## config.mk

```make
export PLATFORM = sky130hd
export DESIGN_NAME = htwd_out
export DESIGN_NICKNAME = d
export VERILOG_FILES = /design/src/hdl/htwd_pkg.sv /design/src/hdl/htwd_out.sv
export VERILOG_INCLUDE_DIRS = /design/src /design/src/hdl
export SDC_FILE = /design/constraint.sdc
export NUM_CORES = 1
export LEC_CHECK = 0
export BUFFER_PORTS_ARGS = -buffer_cell sky130_fd_sc_hd__buf_2
export CAP_MARGIN = 10
export CORE_AREA = 2 2 39 41
export DETAILED_ROUTE_END_ITERATION = 8
export DIE_AREA = 0 0 41 43
export PLACE_DENSITY = 0.7
export SLEW_MARGIN = 20
export SYNTH_ARGS = -nofsm -noshare
export SYNTH_HDL_FRONTEND = slang
export SYNTH_SLANG_ARGS = --single-unit
```

## constraint.sdc

```tcl
create_clock -name clk -period 1.69 [get_ports clk]
set_clock_uncertainty 0.05 [all_clocks]
set_input_delay 0.0845 -clock clk [delete_from_list [all_inputs] [get_ports clk]]
set_output_delay 0.0845 -clock clk [all_outputs]
set_load 0.05 [all_outputs]
```

## src/hdl/assert_macros.svh

```systemverilog
`ifndef ASSERT_MACROS_SVH
`define ASSERT_MACROS_SVH

// Clocked checks; the module must have clk and rst_n in scope.

`define ASSERT_HOLDS(label, cond) \
    label: assert property (@(posedge clk) disable iff (!rst_n) (cond)) \
        else $error("assertion failed");

`define ASSERT_IMPLIES(label, ante, cons) \
    label: assert property (@(posedge clk) disable iff (!rst_n) (ante) |-> (cons)) \
        else $error("assertion failed");

`define ASSERT_NEXT(label, ante, cons) \
    label: assert property (@(posedge clk) disable iff (!rst_n) (ante) |=> (cons)) \
        else $error("assertion failed");

`endif

```

## src/hdl/htwd_pkg.sv

```systemverilog
package htwd_pkg;

    localparam int NODES     = 512;
    localparam int ADDR_W    = $clog2(NODES);
    localparam int IDX_W     = 9;
    localparam int SYM_W     = 8;
    localparam int COUNT_W   = 48;
    localparam int CFG_W     = 48;
    localparam int BYTE_BITS = 8;
    localparam int TOP_BIT   = 7;
    localparam int BITS_W    = $clog2(BYTE_BITS + 1);

    typedef enum logic [1:0] {
        CMD_WRITE   = 2'd0,
        CMD_RESTART = 2'd1,
        CMD_DECODE  = 2'd2
    } cmd_t;

    typedef enum logic {
        REG_ROOT  = 1'b0,
        REG_LIMIT = 1'b1
    } cfg_reg_t;

    typedef enum logic [1:0] {
        ST_IDLE,
        ST_EVAL,
        ST_FLUSH
    } walk_state_t;

    typedef struct packed {
        logic [1:0]       cmd;
        logic [IDX_W-1:0] node_index;
        logic             node_is_leaf;
        logic [SYM_W-1:0] node_symbol;
        logic [IDX_W-1:0] left_child;
        logic             left_present;
        logic [IDX_W-1:0] right_child;
        logic             right_present;
        logic [SYM_W-1:0] data_byte;
    } item_t;

    typedef struct packed {
        logic [SYM_W-1:0] symbol;
        logic             last;
        logic             done_res;
    } result_t;

    // One tree node as held in the node store (29 bits).
    typedef struct packed {
        logic             leaf;
        logic [SYM_W-1:0] symbol;
        logic [IDX_W-1:0] left_child;
        logic             left_present;
        logic [IDX_W-1:0] right_child;
        logic             right_present;
    } node_t;

    localparam int NODE_W = $bits(node_t);

    // Walk -> output stage.
    typedef struct packed {
        logic             emit;
        logic             flush;
        logic [SYM_W-1:0] symbol;
        logic             done;
    } emit_t;

endpackage

```

## src/hdl/htwd_out.sv

```systemverilog
`include "assert_macros.svh"

module htwd_out (
    input  logic              clk,
    input  logic              rst_n,
    input  htwd_pkg::emit_t   emit,
    output logic              result_valid,
    output htwd_pkg::result_t result
);
    import htwd_pkg::*;

    // One symbol is held back until we know whether it ends the transaction.
    logic             pend_valid_reg, pend_valid_next;
    logic [SYM_W-1:0] pend_sym_reg, pend_sym_next;
    logic             pend_done_reg, pend_done_next;
    logic             result_valid_reg, result_valid_next;
    result_t          result_reg, result_next;

    always_comb
    begin
        pend_valid_next      = pend_valid_reg;
        pend_sym_next        = pend_sym_reg;
        pend_done_next       = pend_done_reg;
        result_valid_next    = 1'b0;
        result_next.symbol   = pend_sym_reg;
        result_next.done_res = pend_done_reg;
        result_next.last     = emit.flush;
        if (emit.emit)
        begin
            result_valid_next = pend_valid_reg;
            pend_valid_next   = 1'b1;
            pend_sym_next     = emit.symbol;
            pend_done_next    = emit.done;
        end
        else if (emit.flush)
        begin
            result_valid_next = pend_valid_reg;
            pend_valid_next   = 1'b0;
        end
    end

    always_ff @(posedge clk or negedge rst_n)
    begin
        if (!rst_n)
        begin
            pend_valid_reg   <= 1'b0;
            result_valid_reg <= 1'b0;
        end
        else
        begin
            pend_valid_reg   <= pend_valid_next;
            result_valid_reg <= result_valid_next;
        end
    end

    always_ff @(posedge clk)
    begin
        pend_sym_reg  <= pend_sym_next;
        pend_done_reg <= pend_done_next;
        result_reg    <= result_next;
    end

    assign result_valid = result_valid_reg;
    assign result       = result_reg;

    `ASSERT_NEXT(a_out_from_pend, emit.emit || emit.flush,
                 result_valid_reg == $past(pend_valid_reg))
    `ASSERT_NEXT(a_flush_empties, emit.flush && !emit.emit, !pend_valid_reg)
    `ASSERT_HOLDS(a_no_overlap, !(emit.emit && emit.flush))

endmodule

```

==> impl_metrics.ini <==
[status]
status = complete, no violations

[worst_setup_path]
worstPathRequired_ns = 1.56
worst-path-buf-inv = 1
path_delay_family = flip-flops
endpoint_kind = output pin
critPathLaunchType = flip-flop
path_cells = buf_2
critPathArrivalTime_ns = 0.86
worst-path-max-fanout = 1
slowest_stage = dfrtp_1
crit_type = flip-flop to output pin
slowest_delay_ns = 0.33

[global_route]
grt_pass1_wl_um = 1210
track_usage_pct = 11.2
grt_pass1_vias = 296
antenna_found_initial = 0
grt_max_degree = 12
grt-ovfl-total = 0

[yosys]
synth_nets = 37
synth_area_leader_cell = edfxtp_1
avgSynthCellArea_um2 = 22.5
ys_seq_area_share_pct = 96.5
synth_area_leaders = edfxtp_1, dfxtp_1, dfrtp_1, a21o_1, o21a_1
yosysTopAreaCellShare_pct = 50.1
yosys_warnings = 0
postSynthCellCount = 24
yosysUniqueCellTypes = 6
netlist_area_um2 = 539
synth_seq_cells = 21

[layout]
fillers = 116
final_util_pct = 58.6
final_cell_mix = buf_2, dlygate4sd3_1, dfxtp_1
final_layout_size_suffix_gt1_share_pct = 41.9
layout_commonest_cell = buf_2
area_growth_pct = 50.3
insertedDiodeCount = 0
final_nets = 76
largest_reg_flops = 10
finalNonFillerCells = 78

[timing]
fin_crit_sh_pct = 59.0
fin_setup_tns_ns = 0
setup_violations = 0
rsz0062_at_grt = no
post-route-min-period_ns = 0.997
slew_headroom_pct = 83.1
fmax_mhz = 1000
worst_pin_slew_ns = 0.255
hold_violations = 0
slew_viol_final = 0

[floorplan]
core_mm2 = 0.00138
initial_core_util_pct = 39.0
rows = 14
die_width_um = 41
die_h_um = 43
dieArea_mm2 = 0.00176
num_io_pins = 24

[pwr]
ir_drop_uv = 601
p_per_area_mw_per_mm2 = 1150
p_leak_nw = 0.359
p_total_w = 0.000932

[detailed_routing]
drc = 0
dr.first_iter.drc_count = 6
via_per_inst = 4.00
postRouteAntennaNets = 0
drt_pass1_iterations = 3
vias = 312
wl_um = 754
wire_per_inst_um = 9.67

[clock_tree]
clkSlewWorstSetupHoldPaths_ns = 0.10
htree_num_levels = 1
cts_root_buffer = clkbuf_4
numCtsBuffers = 3
tritoncts = yes
clockBufferDepth = 2
cts.sinks = 21
clock_latency_ns = 0.28

[placement]
io_buffers = 23
gp_congestion = 0.608
dp.cells = 63

[hold_path]
hold_path.class = input port to asynchronous set/reset pin

[flow_run]
maxCapViolCount = 0
## cell families (layout without fill, tap and decap cells)
group / after synthesis / after routing / synth area share, %
DFF: 21 / 21 / 96.5
AOI/OAI and AO/OA: 2 / 2 / 2.79
buffers and inverters: 1 / 39 / 0.695
## through the flow
step / instance area, um2 / setup WS [ns] / hold WS (ns)
2_1_floorplan: 539 / 0.968 / -0.261
3_3_place_gp: 674 / 1.01 / -0.178
3_5_place_dp: 674 / 1.00 / -0.176
4_1_cts: 811 / 0.670 / 0.0364
5_1_grt: 811 / 0.633 / 0.0376
6_report: 811 / 0.693 / 0.0464
## worst paths after layout
| check | from | slack, ns | depth (start not counted) | endpoint |
|---|---|---|---|---|
| hold reg to reg | pend_done_reg$_DFFE_PP_ | 0.30 | 0 | result[0]$_DFF_P_ |
| setup reg to reg | pend_valid_reg$_DFFE_PN0P_ | 0.99 | 1 | pend_valid_reg$_DFFE_PN0P_ |
| setup / recovery | result_valid$_DFF_PN0_ | 0.69 | 1 | result_valid |
| hold / removal | rst_n | 0.05 | 2 | pend_valid_reg$_DFFE_PN0P_ |
| min in group clk | emit[10] | 0.11 | 2 | pend_valid_reg$_DFFE_PN0P_ |
| max in group asynchronous | rst_n | 1.45 | 2 | result_valid$_DFF_PN0_ |
## cell usage after synthesis, drive strengths merged
master,n
a21o,1
inv,1
o21a,1
edfxtp,9
dfrtp,2
dfxtp,10
## per-layer routing
| layer | vias to the layer above | GRT usage, % | wire length (um) |
|---|---|---|---|
| met5 | - | 0 | 0 |
| met4 | 0 | 10.0 | 5 |
| met3 | 2 | 3.14 | 69 |
| met2 | 16 | 15.0 | 365 |
| met1 | 134 | 14.1 | 313 |
| li1 | 160 | - | - |
## power by group
part	switching, W	internal [W]
Combinational	0.0000921	0.0000420
Clock	0.000128	0.0000917
Sequential	0.00000787	0.000570
Total	0.000228	0.000704
## what timing repair did
item	4_1_cts	5_1_grt
gates resized for setup	0	0
setup endpoints to repair	0	0
endpoints found under the hold margin	13	0
setup buffers	0	0
hold buffers	11	0
## layout make-up
cell class                 count  area (um2)  share of cell area (%)
multi-input combinational      2        15.0                    1.85
tap                           16        20.0                    2.47
clock buffer                   4        26.3                    3.24
timing repair buffer          34         225                    27.8
inverter                       1        3.75                   0.463
sequential                    21         520                    64.2
No activity file was read; power rests on OpenSTA's default activity.
