$ cat config.mk
export PLATFORM = sky130hd
export DESIGN_NAME = htwd_walk
export DESIGN_NICKNAME = d
export VERILOG_FILES = /design/src/hdl/htwd_pkg.sv /design/src/hdl/htwd_walk.sv
export VERILOG_INCLUDE_DIRS = /design/src /design/src/hdl
export SDC_FILE = /design/constraint.sdc
export NUM_CORES = 1
export LEC_CHECK = 0
export BUFFER_PORTS_ARGS = -buffer_cell sky130_fd_sc_hd__buf_2
export CORE_MARGIN = 2
export CORE_UTILIZATION = 55
export CTS_CLUSTER_SIZE = 10
export DETAILED_ROUTE_END_ITERATION = 16
export PLACE_DENSITY = 0.9
export SLEW_MARGIN = 20
export SYNTH_ARGS = -nofsm -noshare
export SYNTH_HDL_FRONTEND = slang
export SYNTH_SLANG_ARGS = --single-unit
$ cat constraint.sdc
create_clock -name clk -period 10.5 [get_ports clk]
set_clock_uncertainty 0.1 [all_clocks]
set_input_delay 1.575 -clock clk [delete_from_list [all_inputs] [get_ports clk]]
set_output_delay 1.575 -clock clk [all_outputs]
set_load 0.01 [all_outputs]
$ cat src/hdl/assert_macros.svh
`ifndef ASSERT_MACROS_SVH
`define ASSERT_MACROS_SVH

// Clocked checks; the module must have clk and rst_n in scope.

`define ASSERT_HOLDS(label, cond) \
    label: assert property (@(posedge clk) disable iff (!rst_n) (cond)) \
        else $error("assertion failed");

`define ASSERT_IMPLIES(label, ante, cons) \
    label: assert property (@(posedge clk) disable iff (!rst_n) (ante) |-> (cons)) \
        else $error("assertion failed");

`define ASSERT_NEXT(label, ante, cons) \
    label: assert property (@(posedge clk) disable iff (!rst_n) (ante) |=> (cons)) \
        else $error("assertion failed");

`endif

$ cat src/hdl/htwd_pkg.sv
package htwd_pkg;

    localparam int NODES     = 512;
    localparam int ADDR_W    = $clog2(NODES);
    localparam int IDX_W     = 9;
    localparam int SYM_W     = 8;
    localparam int COUNT_W   = 48;
    localparam int CFG_W     = 48;
    localparam int BYTE_BITS = 8;
    localparam int TOP_BIT   = 7;
    localparam int BITS_W    = $clog2(BYTE_BITS + 1);

    typedef enum logic [1:0] {
        CMD_WRITE   = 2'd0,
        CMD_RESTART = 2'd1,
        CMD_DECODE  = 2'd2
    } cmd_t;

    typedef enum logic {
        REG_ROOT  = 1'b0,
        REG_LIMIT = 1'b1
    } cfg_reg_t;

    typedef enum logic [1:0] {
        ST_IDLE,
        ST_EVAL,
        ST_FLUSH
    } walk_state_t;

    typedef struct packed {
        logic [1:0]       cmd;
        logic [IDX_W-1:0] node_index;
        logic             node_is_leaf;
        logic [SYM_W-1:0] node_symbol;
        logic [IDX_W-1:0] left_child;
        logic             left_present;
        logic [IDX_W-1:0] right_child;
        logic             right_present;
        logic [SYM_W-1:0] data_byte;
    } item_t;

    typedef struct packed {
        logic [SYM_W-1:0] symbol;
        logic             last;
        logic             done_res;
    } result_t;

    // One tree node as held in the node store (29 bits).
    typedef struct packed {
        logic             leaf;
        logic [SYM_W-1:0] symbol;
        logic [IDX_W-1:0] left_child;
        logic             left_present;
        logic [IDX_W-1:0] right_child;
        logic             right_present;
    } node_t;

    localparam int NODE_W = $bits(node_t);

    // Walk -> output stage.
    typedef struct packed {
        logic             emit;
        logic             flush;
        logic [SYM_W-1:0] symbol;
        logic             done;
    } emit_t;

endpackage

$ cat src/hdl/htwd_walk.sv
`include "assert_macros.svh"

module htwd_walk (
    input  logic                          clk,
    input  logic                          rst_n,
    input  logic                          start,
    output logic                          busy,
    input  htwd_pkg::item_t               item,
    input  logic                          cfg_we,
    input  logic                          cfg_index,
    input  logic [htwd_pkg::CFG_W-1:0]    cfg_data,
    output logic                          ram_we,
    output logic [htwd_pkg::ADDR_W-1:0]   ram_waddr,
    output htwd_pkg::node_t               ram_wdata,
    output logic [htwd_pkg::ADDR_W-1:0]   ram_raddr,
    input  htwd_pkg::node_t               ram_rdata,
    output htwd_pkg::emit_t               emit
);
    import htwd_pkg::*;

    walk_state_t          state_reg, state_next;
    logic [IDX_W-1:0]     walk_reg, walk_next;
    logic [COUNT_W-1:0]   count_reg, count_next;
    logic [BITS_W-1:0]    bits_reg, bits_next;
    logic [SYM_W-1:0]     data_reg, data_next;
    logic                 check_reg, check_next;
    logic                 rd_ok_reg;
    logic [IDX_W-1:0]     root_reg;
    logic [COUNT_W-1:0]   limit_reg;

    logic [IDX_W-1:0]     rd_idx;
    node_t                node;
    logic                 accept;
    logic                 cur_bit;
    logic                 has_child;
    logic [IDX_W-1:0]     child;
    logic [COUNT_W-1:0]   count_inc;

    assign accept    = start && (state_reg == ST_IDLE);
    assign busy      = (state_reg != ST_IDLE);
    // Positions beyond the store read as an empty node.
    assign node      = rd_ok_reg ? ram_rdata : '0;
    assign cur_bit   = data_reg[TOP_BIT];
    assign has_child = cur_bit ? node.right_present : node.left_present;
    assign child     = cur_bit ? node.right_child : node.left_child;
    assign count_inc = count_reg + COUNT_W'(1);

    // Node write port.
    assign ram_we    = accept && (item.cmd == CMD_WRITE)
                       && ({1'b0, item.node_index} < (IDX_W+1)'(NODES));
    assign ram_waddr = item.node_index[ADDR_W-1:0];
    always_comb
    begin
        ram_wdata.leaf          = item.node_is_leaf;
        ram_wdata.symbol        = item.node_symbol;
        ram_wdata.left_child    = item.left_child;
        ram_wdata.left_present  = item.left_present;
        ram_wdata.right_child   = item.right_child;
        ram_wdata.right_present = item.right_present;
    end
    assign ram_raddr = rd_idx[ADDR_W-1:0];

    always_comb
    begin
        state_next  = state_reg;
        walk_next   = walk_reg;
        count_next  = count_reg;
        bits_next   = bits_reg;
        data_next   = data_reg;
        check_next  = check_reg;
        rd_idx      = walk_reg;
        emit        = '0;
        emit.symbol = node.symbol;
        emit.done   = (count_inc >= limit_reg);

        case (state_reg)
            ST_IDLE:
            begin
                if (accept)
                begin
                    case (item.cmd)
                        CMD_RESTART:
                        begin
                            walk_next  = root_reg;
                            count_next = '0;
                        end
                        CMD_DECODE:
                        begin
                            state_next = ST_EVAL;
                            bits_next  = BITS_W'(BYTE_BITS);
                            data_next  = item.data_byte;
                            check_next = 1'b0;
                        end
                        default:
                        begin
                        end
                    endcase
                end
            end
            ST_EVAL:
            begin
                if (check_reg && node.leaf)
                begin
                    // child just reached is a leaf: emit, back to root
                    emit.emit  = 1'b1;
                    count_next = count_inc;
                    walk_next  = root_reg;
                    check_next = 1'b0;
                    rd_idx     = root_reg;
                end
                else if ((bits_reg == '0) || (count_reg >= limit_reg))
                begin
                    state_next = ST_FLUSH;
                    check_next = 1'b0;
                end
                else
                begin
                    bits_next = bits_reg - BITS_W'(1);
                    data_next = {data_reg[TOP_BIT-1:0], 1'b0};
                    if (has_child)
                    begin
                        walk_next  = child;
                        check_next = 1'b1;
                        rd_idx     = child;
                    end
                    else
                    begin
                        walk_next  = root_reg;
                        check_next = 1'b0;
                        rd_idx     = root_reg;
                    end
                end
            end
            ST_FLUSH:
            begin
                emit.flush = 1'b1;
                state_next = ST_IDLE;
            end
            default:
            begin
                state_next = ST_IDLE;
            end
        endcase
    end

    always_ff @(posedge clk or negedge rst_n)
    begin
        if (!rst_n)
        begin
            state_reg <= ST_IDLE;
            walk_reg  <= '0;
            count_reg <= '0;
            bits_reg  <= '0;
            check_reg <= 1'b0;
            rd_ok_reg <= 1'b0;
            root_reg  <= '0;
            limit_reg <= '0;
        end
        else
        begin
            state_reg <= state_next;
            walk_reg  <= walk_next;
            count_reg <= count_next;
            bits_reg  <= bits_next;
            check_reg <= check_next;
            rd_ok_reg <= ({1'b0, rd_idx} < (IDX_W+1)'(NODES));
            if (cfg_we)
            begin
                case (cfg_index)
                    REG_ROOT:  root_reg  <= cfg_data[IDX_W-1:0];
                    REG_LIMIT: limit_reg <= cfg_data[COUNT_W-1:0];
                    default:
                    begin
                    end
                endcase
            end
        end
    end

    always_ff @(posedge clk)
    begin
        data_reg <= data_next;
    end

    `ASSERT_IMPLIES(a_emit_below_limit, emit.emit, count_reg < limit_reg)
    `ASSERT_HOLDS(a_bits_range, bits_reg <= BITS_W'(BYTE_BITS))
    `ASSERT_NEXT(a_flush_ends, state_reg == ST_FLUSH, state_reg == ST_IDLE)

endmodule

==> results of run 1 <==
cell type report:
type,count,area share (%)
clock buffer,19,4.43
clock inverter,13,1.64
inverter,64,2.29
multi-input combinational,728,51.9
sequential,130,31.4
tap,220,2.63
timing repair buffer,117,5.71
worst max-delay path by stage:
stage | from | endpoint | depth (start not counted)
finish | count_reg[0] | emit[0] | 16
global route | count_reg[0] | emit[0] | 16
CTS | count_reg[0] | emit[0] | 16
detailed placement | count_reg[0] | emit[0] | 16
global placement | count_reg[0] | emit[0] | 14
floorplan | count_reg[0] | emit[0] | 16
where the power goes:
| part | internal, mW | switching [mW] |
|---|---|---|
| clock network | 0.397 | 0.237 |
| registers | 0.602 | 0.0633 |
| logic | 0.255 | 0.383 |
stage by stage:
step	hold slack [ns]	instance area (µm²)	setup WS [ns]
5_1_grt	0.409	10500	3.72
6_report	0.398	10500	4.07
3_5_place_dp	0.394	9840	4.62
2_1_floorplan	0.347	9410	5.33
4_1_cts	0.400	10500	4.11
3_3_place_gp	0.373	9840	4.78
routing by layer:
| metal | global-route usage (%) | vias to the layer above | wire, µm |
|---|---|---|---|
| met5 | 0 | - | 12 |
| met4 | 10.8 | 2 | 627 |
| met2 | 41.5 | 307 | 10800 |
| met3 | 4.92 | 73 | 1320 |
| met1 | 32.2 | 3750 | 9450 |
| li1 | - | 3679 | - |
cell families (layout without fill, tap and decap cells):
group / count (synthesis) / count (layout)
AO/OA/AOI/OAI: 230 / 230
XOR/XNOR: 46 / 46
adder cells (fa/ha/maj): 99 / 99
buffers and inverters: 142 / 213
flip-flops: 130 / 130
multiplexers: 71 / 71
other: 1 / 1
AND/OR/NAND/NOR: 281 / 281
cell usage in the layout (no fill, tap or decap), types with 8 or more instances in the layout:
cell,count
mux2_2,58
a22o_1,21
dfrtp_1,122
ha_1,99
xnor2_1,24
nand3_1,32
inv_1,63
a21oi_1,56
a31oi_1,14
a21o_1,16
nor2_1,56
xor2_1,22
a221oi_2,8
o31ai_1,27
buf_2,112
edfxtp_1,8
clkbuf_16,18
nand2_1,93
nor4_1,11
nand4_1,19
mux2i_1,13
nor3_1,8
and2_1,15
o21ai_0,59
and3_1,8
==> results.md, run 1 <==
• data required time at the worst endpoint: 8.83 ns
• CP arrival: 4.76 ns
• multi-input gate area in the final layout: 5440 µm²
• final hold violation count: 0
• Cell Area, Synth: 9410 µm²
• global placement routability congestion: 0.883
• die height: 135 µm
• antenna cell count: 0
• time the final worst path needs with I/O delays and setup: 6.43 ns
• fraction of the cycle the final worst path needs: 61.2%
• number of distinct standard cells referenced by the synthesized netlist: 61
• Worst Path Class, Setup: reg -> out
• parity-gate share of the synthesized area counting xor and xnor cells: 4.28%
• fill cell total of the finished layout: 1240
• cts repair resizes: 0
• Post-layout nets: 1287
• root buffer cell: clkbuf_16
• wire per inst: 17.2 µm
• Rows: 47
• Inserted Clock Buffers: 17
• sequential cell area: 3290 µm²
• effective utilization at floorplan: 56.6%
• crit path buf inv count: 1
• Pwr Total: 1.94 mW
• fraction of the mapped netlist area in compound gates: 16.4%
• Final HPWL DP: 15800 µm
• adder-cell area share of the yosys netlist: 13.2%
• area of the placeable core: 16600 µm²
• non-filler cells, final: 1291
• Max Transition Viols Final: 0
• global-route wire length before repair: 36700 µm
• sequential fraction of the synthesis area: 35.0%
• number of synthesized register bits: 130
• peak per-stage delay on the critical path: 0.49 ns
• RSZ-0062 raised after global routing: no
• net count of the mapped netlist: 1229
• critical path startpoint category: flop
• Cells on Worst Hold Path: 1
• die footprint: 18200 µm²
• most numerous cell in the Yosys netlist: dfrtp_1
• via count of the first global-routing pass: 7782
• post-CTS setup repair buffer count: 0
• proportion of synthesized area in mux cells: 8.32%
• Critical Path Sink Type: primary output
• Mean Syn Cell Area: 9.41 µm²
• Achievable Freq: 156 MHz
• cell family contributing the most delay on the critical path: simple AND/OR/NAND/NOR gates
• worst-path fanout max: 11
• Pre-antenna DRT Iters: 5
• Setup violations, final: 0
• IO Pins: 190
• worst slew pin tran: 0.996 ns
• GRT Overall Usage: 25.1%
• Antenna Violating Nets Remaining: 0
• leading post-synthesis cells by cell area: dfrtp_1 32%, ha_1 13%, mux2_2 6.9%
• relative slew slack: 33.4%
• fraction of layout cells with a size suffix above 1: 22.5%
• TritonCTS clock tree: yes
• biggest area consumer among synthesized cells: dfrtp_1
• main combinational cell family by area after synthesis: compound AO/OA/AOI/OAI gates
• reported max-cap violation count: 0
• final core occ: 63.0%
• worst flop-to-flop path endpoint: data_reg[5]
• clock latency reported for the late side of the worst-skew pair: 0.43 ns
• Max stage delay cell, worst path: and4_1
• post-route setup TNS: 0 ns
• worst flop-to-flop path startpoint: count_reg[13]
• number of vias in the routed layout: 7811
• Yosys warning count: 0
• aggregate routed wire length: 22200 µm
• clock tree buffer depth: 2
• Post-CTS Hold Fix Bufs: 0
• average via count per standard cell: 6.05
• reg2reg path depth: 8
• maximum ir drop on the vdd rail: 0.149 mV
• Worst Hold Launch: check_reg
• sequence of cells on the critical path: ha_1, nand4_1, nor2_1, and4_1, and2_1, nand2_1, xnor2_1, ha_1, o21ai_0, o21bai_1, a211oi_1, o21ai_0, a2111oi_0, a2111oi_0, or4_1, buf_2
• relative area change from synthesis to final layout: 11.4%
• # H-tree levels: 4
• number of antenna violations at the first check in global routing: 1
• post-detailed-route DRC marker count: 0
• maximum number of pins on one net before global-route repair: 64
• worst reg-to-reg setup slack: 6.78 ns
• area share of and/or/nand/nor cells after synthesis: 15.4%
• Leak: 5.25 nW
• Min-Delay Endpoint: check_reg
• Remaining Overflow, GRT: 0
• top flip-flop cell by instance count after synthesis: dfrtp_1
• pwr/cell area: 185 nW/µm²
• commonest cells in the netlist: 122 x dfrtp_1, 99 x ha_1, 94 x nand2_1
• clk sinks: 130
• x dimension of the die: 135 µm
• synthesized instance count: 1000
• class of the most critical hold timing path: reg -> reg
• number of design-rule violations left by the first detailed-router iteration: 766
• result of the run: complete, no violations
• count of flip-flops with a built-in enable after synthesis: 8
• Post-Place Cells: 1259
• IO Port Bufs: 113
• clock-pin slew of the registers on the worst-case setup and hold paths: 0.06 ns
• area fraction of the dominant cell type after synthesis: 32.4%
• async set-reset flop share out of synthesis: 93.8%
Power figures use the tool's default switching activity.
==> run 2, diff against run 1 <==
--- a/config.mk
+++ b/config.mk
@@ -6,6 +6,7 @@
 export SDC_FILE = /design/constraint.sdc
 export NUM_CORES = 1
 export LEC_CHECK = 0
+export ABC_AREA = 1
 export BUFFER_PORTS_ARGS = -buffer_cell sky130_fd_sc_hd__buf_2
 export CORE_MARGIN = 2
 export CORE_UTILIZATION = 55
==> constraint.sdc (replaced) <==
create_clock -name clk -period 6.25 [get_ports clk]
set_clock_uncertainty 0.1 [all_clocks]
set_input_delay 0.9375 -clock clk [delete_from_list [all_inputs] [get_ports clk]]
set_output_delay 0.9375 -clock clk [all_outputs]
set_load 0.01 [all_outputs]
==> results.md, run 2 <==
• result of the run: complete, no violations
• x dimension of the die: 135 µm, +0.32%
• relative area change from synthesis to final layout: 11.6%
• worst slew pin tran: 0.958 ns, -0.0381 ns
• M1 WL: 10100 µm, +6.9%
• met2 wirelength from detailed routing: 11800 µm, +9.0%
• Cell Area, Synth: 9480 µm², +0.66%
• part of the power in registers: 35.4%, +1.1 points
• top flip-flop cell by instance count after synthesis: dfrtp_1
• pwr/cell area: 284 nW/µm², +54%
• net switching power figure: 1.07 mW, +56%
• Worst Hold Launch: limit_reg[4]
• synthesized instance count: 1277, +28%
• die footprint: 18300 µm², +0.65%
• wire per inst: 15.5 µm, -9.9%
• post-route setup TNS: 0 ns, unchanged
• fill cell total of the finished layout: 1392, +12%
• worst flop-to-flop path startpoint: count_reg[19]
• fraction of layout cells with a size suffix above 1: 13.0%, -9.5 points
• antenna cell count: 0, unchanged
• post-detailed-route DRC marker count: 0, unchanged
• Post-CTS Hold Fix Bufs: 0, unchanged
• number of synthesized register bits: 130, unchanged
• Inserted Clock Buffers: 17, unchanged
• IO Port Bufs: 113, unchanged
• area fraction of the dominant cell type after synthesis: 32.2%, -0.21 points
• final hold violation count: 0, unchanged
• Clk pwr share: 35.9%, +3.2 points
• post-CTS setup repair buffer count: 0, unchanged
• Rows: 47, unchanged
• most numerous cell in the Yosys netlist: nand2_1
• number of antenna violations at the first check in global routing: 0, -1
• Setup violations, final: 0, unchanged
• TritonCTS clock tree: yes
• critical path startpoint category: flop
• Remaining Overflow, GRT: 0, unchanged
• effective utilization at floorplan: 56.7%, +0.18 points
• root buffer cell: clkbuf_16
• Crit. Startpoint: count_reg[1]
• Worst Path Class, Setup: reg -> out
• IO Pins: 190, unchanged
• most common library cell in the layout ignoring fill and taps: nand2_1
• fraction of the cycle the final worst path needs: 79.4%
• async set-reset flop share out of synthesis: 93.8%, unchanged
• Post-layout nets: 1574, +22%
• Pre-antenna DRT Iters: 6, +1
• # H-tree levels: 4, unchanged
• Yosys warning count: 0, unchanged
• CP arrival: 3.93 ns, -0.83 ns
• leading post-synthesis cells by cell area: dfrtp_1 32%, ha_1 13%, nand2_1 11%
• global placement routability congestion: 1.01, +14%
• Antenna Violating Nets Remaining: 0, unchanged
• count of flip-flops with a built-in enable after synthesis: 8, unchanged
• post-route worst setup slack: 1.29 ns, -2.78 ns
• class of the most critical hold timing path: reg -> reg
• cts repair resizes: 0, unchanged
• clk sinks: 130, unchanged
• maximum ir drop on the vdd rail: 0.213 mV, +43%
• highest metal layer with signal wires: met4
• Mean Syn Cell Area: 7.42 µm², -21%
• aggregate routed wire length: 24500 µm, +10%
• global-route wire length before repair: 40200 µm, +9.5%
• die height: 135 µm, +0.32%
• biggest area consumer among synthesized cells: dfrtp_1
• GRT Overall Usage: 27.5%, +2.4 points
• relative slew slack: 36.1%, +2.7 points
• commonest cells in the netlist: 288 x nand2_1, 210 x inv_1, 122 x dfrtp_1
• Critical Path Sink Type: primary output
• clock latency reported for the late side of the worst-skew pair: 0.43 ns, about the same
• met3 routed wirelength: 1690 µm, +29%
• clock-pin slew of the registers on the worst-case setup and hold paths: 0.06 ns, about the same
• data required time at the worst endpoint: 5.21 ns, -3.62 ns
• worst-path fanout max: 5, -6
• Achievable Freq: 201 MHz
• Max Transition Viols Final: 0, unchanged
• RSZ-0062 raised after global routing: no
• clock tree buffer depth: 2, unchanged
• Cell Int Power: 1.94 mW, +55%
• number of vias in the routed layout: 8739, +12%
• reported max-cap violation count: 0, unchanged
• Net Sw Frac: 35.5%, +0.22 points
• average via count per standard cell: 5.54, -8.5%
• Leak: 5.91 nW, +13%
• via count of the first global-routing pass: 8558, +10%
• Final HPWL DP: 17900 µm, +13%
• Post-Place Setup Slack: 1.80 ns, -2.82 ns
• sequential fraction of the synthesis area: 34.8%, -0.23 points
• number of design-rule violations left by the first detailed-router iteration: 881, +15%
• net count of the mapped netlist: 1506, +23%
• combinational share of power: 28.7%, -4.2 points
• area of the placeable core: 16700 µm², +0.35%
• number of distinct standard cells referenced by the synthesized netlist: 41, -33%
• time the final worst path needs with I/O delays and setup: 4.96 ns
• maximum number of pins on one net before global-route repair: 97, +52%
• commonest cells after routing, fill and taps aside: 287 x nand2_1, 210 x inv_1, 122 x dfrtp_1
-- run 2: cell types whose count changed after synthesis, sizes merged, moves of 23 or more --
cell | previous run | this run
nand2 | 94 | 292
o22ai | 0 | 27
mux2 | 58 | 0
inv | 63 | 215
o31ai | 27 | 1
nand3 | 32 | 63
xnor2 | 24 | 1
nor2 | 58 | 100
-- run 2: per-layer routing --
metal  up-vias  track usage, %
li1       4232               -
met1      4018            34.0
met2       407            47.0
met3        82            5.16
met4         0            12.3
met5         -               0
-- run 2: path summary, 6_finish.rpt --
path                                  to  slack [ns]  depth (start not counted)
min                         limit_reg[4]        0.39                          2
min in group asynchronous  limit_reg[10]        0.55                          1
min reg2reg                 limit_reg[4]        0.39                          2
max reg2reg                  data_reg[3]        2.74                         12
max in group asynchronous  count_reg[44]        4.25                          2
max                              emit[0]        1.29                         17
-- run 2: logic make-up (layout without fill, tap and decap cells) --
kind of cell	Yosys count	count (layout)	share of synthesized area [%]
AND/OR/NAND/NOR	533	533	24.5
adder cells (fa/ha/maj)	99	99	13.1
flip-flops	130	130	34.8
AO/OA/AOI/OAI	191	191	11.1
XOR/XNOR	38	38	3.59
buffers and inverters	285	366	12.9
other	1	1	0.0396
-- run 2: per-stage QoR --
stage	util [%]	hold slack, ns	instance area [µm²]	total power [mW]	instances
floorplan	-	0.353	9480	1.67	1277
global placement	59.6	0.366	9950	1.88	1546
detailed placement	59.6	0.376	9950	1.92	1546
CTS	63.3	0.392	10600	3.00	1578
global route	63.3	0.415	10600	3.16	1578
finish	63.3	0.389	10600	3.01	1578
-- run 2: power by group through the flow --
stage | clock [mW] | sequential (mW) | combinational [mW]
2_1_floorplan | 0 | 1.05 | 0.626
3_3_place_gp | 0 | 1.07 | 0.814
3_5_place_dp | 0 | 1.08 | 0.841
4_1_cts | 1.08 | 1.06 | 0.857
5_1_grt | 1.12 | 1.08 | 0.959
6_report | 1.08 | 1.06 | 0.864
-- run 2: layout make-up --
class,count,area [µm²],share of cell area [%]
Clock buffer,17,425,4.02
Tap cell,220,275,2.60
Inverter,217,816,7.71
Clock inverter,15,204,1.93
Timing Repair Buffer,117,598,5.65
Sequential cell,130,3290,31.1
Multi-Input combinational cell,862,4970,47.0
-- run 2: worst max-delay path: stages (launching register included) --
cell,delay (ns)
dfrtp_1,0.42
ha_1,0.20
nand2_1,0.05
inv_1,0.10
nand2_1,0.11
nor2_2,0.23
nand2_1,0.16
nor2_2,0.22
nand4_1,0.16
nor2_1,0.16
nand2_1,0.08
and2_1,0.17
ha_1,0.28
nand4_1,0.09
nor4_1,0.59
nand3_1,0.15
nand4_1,0.18
buf_2,0.15
==> run 3, diff against run 2 <==
--- a/config.mk
+++ b/config.mk
@@ -9,10 +9,10 @@
 export ABC_AREA = 1
 export BUFFER_PORTS_ARGS = -buffer_cell sky130_fd_sc_hd__buf_2
 export CORE_MARGIN = 2
-export CORE_UTILIZATION = 55
+export CORE_UTILIZATION = 51
 export CTS_CLUSTER_SIZE = 10
 export DETAILED_ROUTE_END_ITERATION = 16
-export PLACE_DENSITY = 0.9
+export PLACE_DENSITY = 0.88
 export SLEW_MARGIN = 20
 export SYNTH_ARGS = -nofsm -noshare
 export SYNTH_HDL_FRONTEND = slang
==> constraint.sdc (replaced) <==
create_clock -name clk -period 4.45 [get_ports clk]
set_clock_uncertainty 0.1 [all_clocks]
set_input_delay 0.6675 -clock clk [delete_from_list [all_inputs] [get_ports clk]]
set_output_delay 0.6675 -clock clk [all_outputs]
set_load 0.01 [all_outputs]
==> results.md, run 3 (same netlist as run 2, synthesis figures left out) <==
• clock-pin slew of the registers on the worst-case setup and hold paths: 0.06 ns, about the same
• Post-Place Cells: 1558, +0.78%
• Rows: 49, +4.3%
• Achievable Freq: 232 MHz
• global-route wire length before repair: 40200 µm, +0.17%
• pwr/cell area: 383 nW/µm², +35%
• number of antenna violations at the first check in global routing: 0, unchanged
• die footprint: 19700 µm², +7.6%
• Worst Path Class, Setup: reg -> out
• post-detailed-route DRC marker count: 0, unchanged
• fraction of layout cells with a size suffix above 1: 14.9%, +1.9 points
• data required time at the worst endpoint: 3.68 ns, -1.53 ns
• fraction of the cycle the final worst path needs: 96.7%
• Inserted Clock Buffers: 17, unchanged
• Antenna Violating Nets Remaining: 0, unchanged
• time the final worst path needs with I/O delays and setup: 4.30 ns
• global placement routability congestion: 1.01, +0.40%
• Post-Layout Inst Area: 10700 µm², +1.2%
• relative area change from synthesis to final layout: 13.0%
• Leak: 5.94 nW, +0.44%
• Max Transition Viols Final: 0, unchanged
• maximum number of pins on one net before global-route repair: 97, unchanged
• result of the run: complete, no violations
• TritonCTS clock tree: yes
• post-route setup TNS: 0 ns, unchanged
• highest metal layer with signal wires: met4
• aggregate routed wire length: 24100 µm, -1.5%
• antenna cell count: 0, unchanged
• critical path startpoint category: flop
• worst slew pin tran: 0.971 ns, +0.0133 ns
• effective utilization at floorplan: 52.4%, -4.3 points
• clock latency reported for the late side of the worst-skew pair: 0.43 ns, about the same
• reported max-cap violation count: 0, unchanged
• number of vias in the routed layout: 8790, +0.58%
• Critical Path Sink Type: primary output
• worst flop-to-flop path endpoint: data_reg[4]
• Post-Place Setup Slack: 0.210 ns, -1.59 ns
• commonest cells after routing, fill and taps aside: 286 x nand2_1, 210 x inv_1, 120 x dfrtp_1
• IO Pins: 190, unchanged
• final core occ: 59.2%, -4.1 points
• most common library cell in the layout ignoring fill and taps: nand2_1
• worst-path fanout max: 4, -1
• Setup violations, final: 0, unchanged
• via count of the first global-routing pass: 8718, +1.9%
• class of the most critical hold timing path: in -> async
• Crit. Startpoint: count_reg[23]
• wire per inst: 15.1 µm, -2.7%
• M1 WL: 9750 µm, -3.5%
• Pre-antenna DRT Iters: 5, -1
• maximum ir drop on the vdd rail: 0.290 mV, +36%
• Post-layout nets: 1583, +0.57%
• area of the placeable core: 18100 µm², +8.3%
• # H-tree levels: 4, unchanged
• IO Port Bufs: 113, unchanged
• average via count per standard cell: 5.51, -0.55%
• worst flop-to-flop path startpoint: count_reg[45]
• final hold violation count: 0, unchanged
• GRT Overall Usage: 25.1%, -2.4 points
• Final HPWL DP: 17800 µm, -0.69%
• number of design-rule violations left by the first detailed-router iteration: 1062, +21%
• die height: 140 µm, +3.7%
• root buffer cell: clkbuf_16
• relative slew slack: 35.2%, -0.96 points
• met2 wirelength from detailed routing: 11800 µm, +0.26%
• worst reg-to-reg setup slack: 1.02 ns, -1.72 ns
• clock tree buffer depth: 2, unchanged
• met3 routed wirelength: 1680 µm, -0.47%
• post-route worst setup slack: 0.147 ns, -1.14 ns
• Post-Place Cell Area: 9980 µm², +0.34%
• Remaining Overflow, GRT: 0, unchanged
• non-filler cells, final: 1596, +1.1%
• x dimension of the die: 140 µm, +3.7%
• CP arrival: 3.54 ns, -0.39 ns
• clk sinks: 130, unchanged
• reg2reg path depth: 12, unchanged
[run 3: cell count changes in the layout (fill, tap and decap cells not counted), sizes merged]
| cell | delta |
|---|---|
| clkinv | -1 |
| clkinvlp | +2 |
| buf | +9 |
| inv | +1 |
| bufinv | -4 |
| clkbuf | +2 |
[run 3: timing repair]
| item | CTS | global route |
|---|---|---|
| buffers inserted | 0 | 6 |
| hold buffers | 0 | 0 |
| hold endpoints to repair | 0 | 0 |
| endpoints found under the setup margin | 1 | 1 |
| pin swaps | 0 | 5 |
| resized for setup | 1 | 21 |
[run 3: final cells by class]
cell class              instances  area, µm²
inverters                     217        816
flip-flops and latches        130       3300
clock inverters                13        111
fillers                      1522       7380
multi-input cells             862       5060
clock buffers                  19        475
repair buffers                126        666
well taps                     229        287
[run 3: critical path, cell delays in order, from the launching register on]
cell	delay [ns]
dfrtp_1	0.45
nand2_1	0.14
nor3_1	0.27
nand2_1	0.15
nor2_2	0.19
nand4_1	0.16
inv_1	0.09
nand2_1	0.06
xor2_1	0.19
inv_1	0.07
ha_1	0.27
nand2_1	0.07
nor2_2	0.14
nand2_1	0.11
nor4_4	0.35
nand4_1	0.15
nand4_1	0.12
buf_2	0.14
[run 3: layer usage]
metal	GRT usage, %	vias to the layer above
li1	-	4251
met1	31.0	4056
met2	42.8	405
met3	4.75	78
met4	11.2	0
met5	0	-
[run 3: metrics by stage]
step	total power [mW]	hold slack, ns
global placement	2.65	0.366
finish	4.11	0.257
CTS	4.10	0.306
floorplan	2.35	0.272
detailed placement	2.71	0.382
global route	4.34	0.351
[run 3: how the worst max path moves through the flow]
stage                          to  depth (start not counted)  slack, ns
after floorplan           emit[0]                         19       1.07
after global placement    emit[0]                         17       0.41
after detailed placement  emit[0]                         20       0.21
after CTS                 emit[0]                         20      0.007
after global routing      emit[0]                         16     -0.004
final                     emit[0]                         17       0.15
[run 3: power breakdown]
group	total [mW]	switching (mW)	internal, mW	leakage [nW]
clock	1.38	0.588	0.793	0.276
sequential	1.49	0.114	1.38	1.60
combinational	1.23	0.819	0.411	4.06
total	4.11	1.52	2.58	5.94
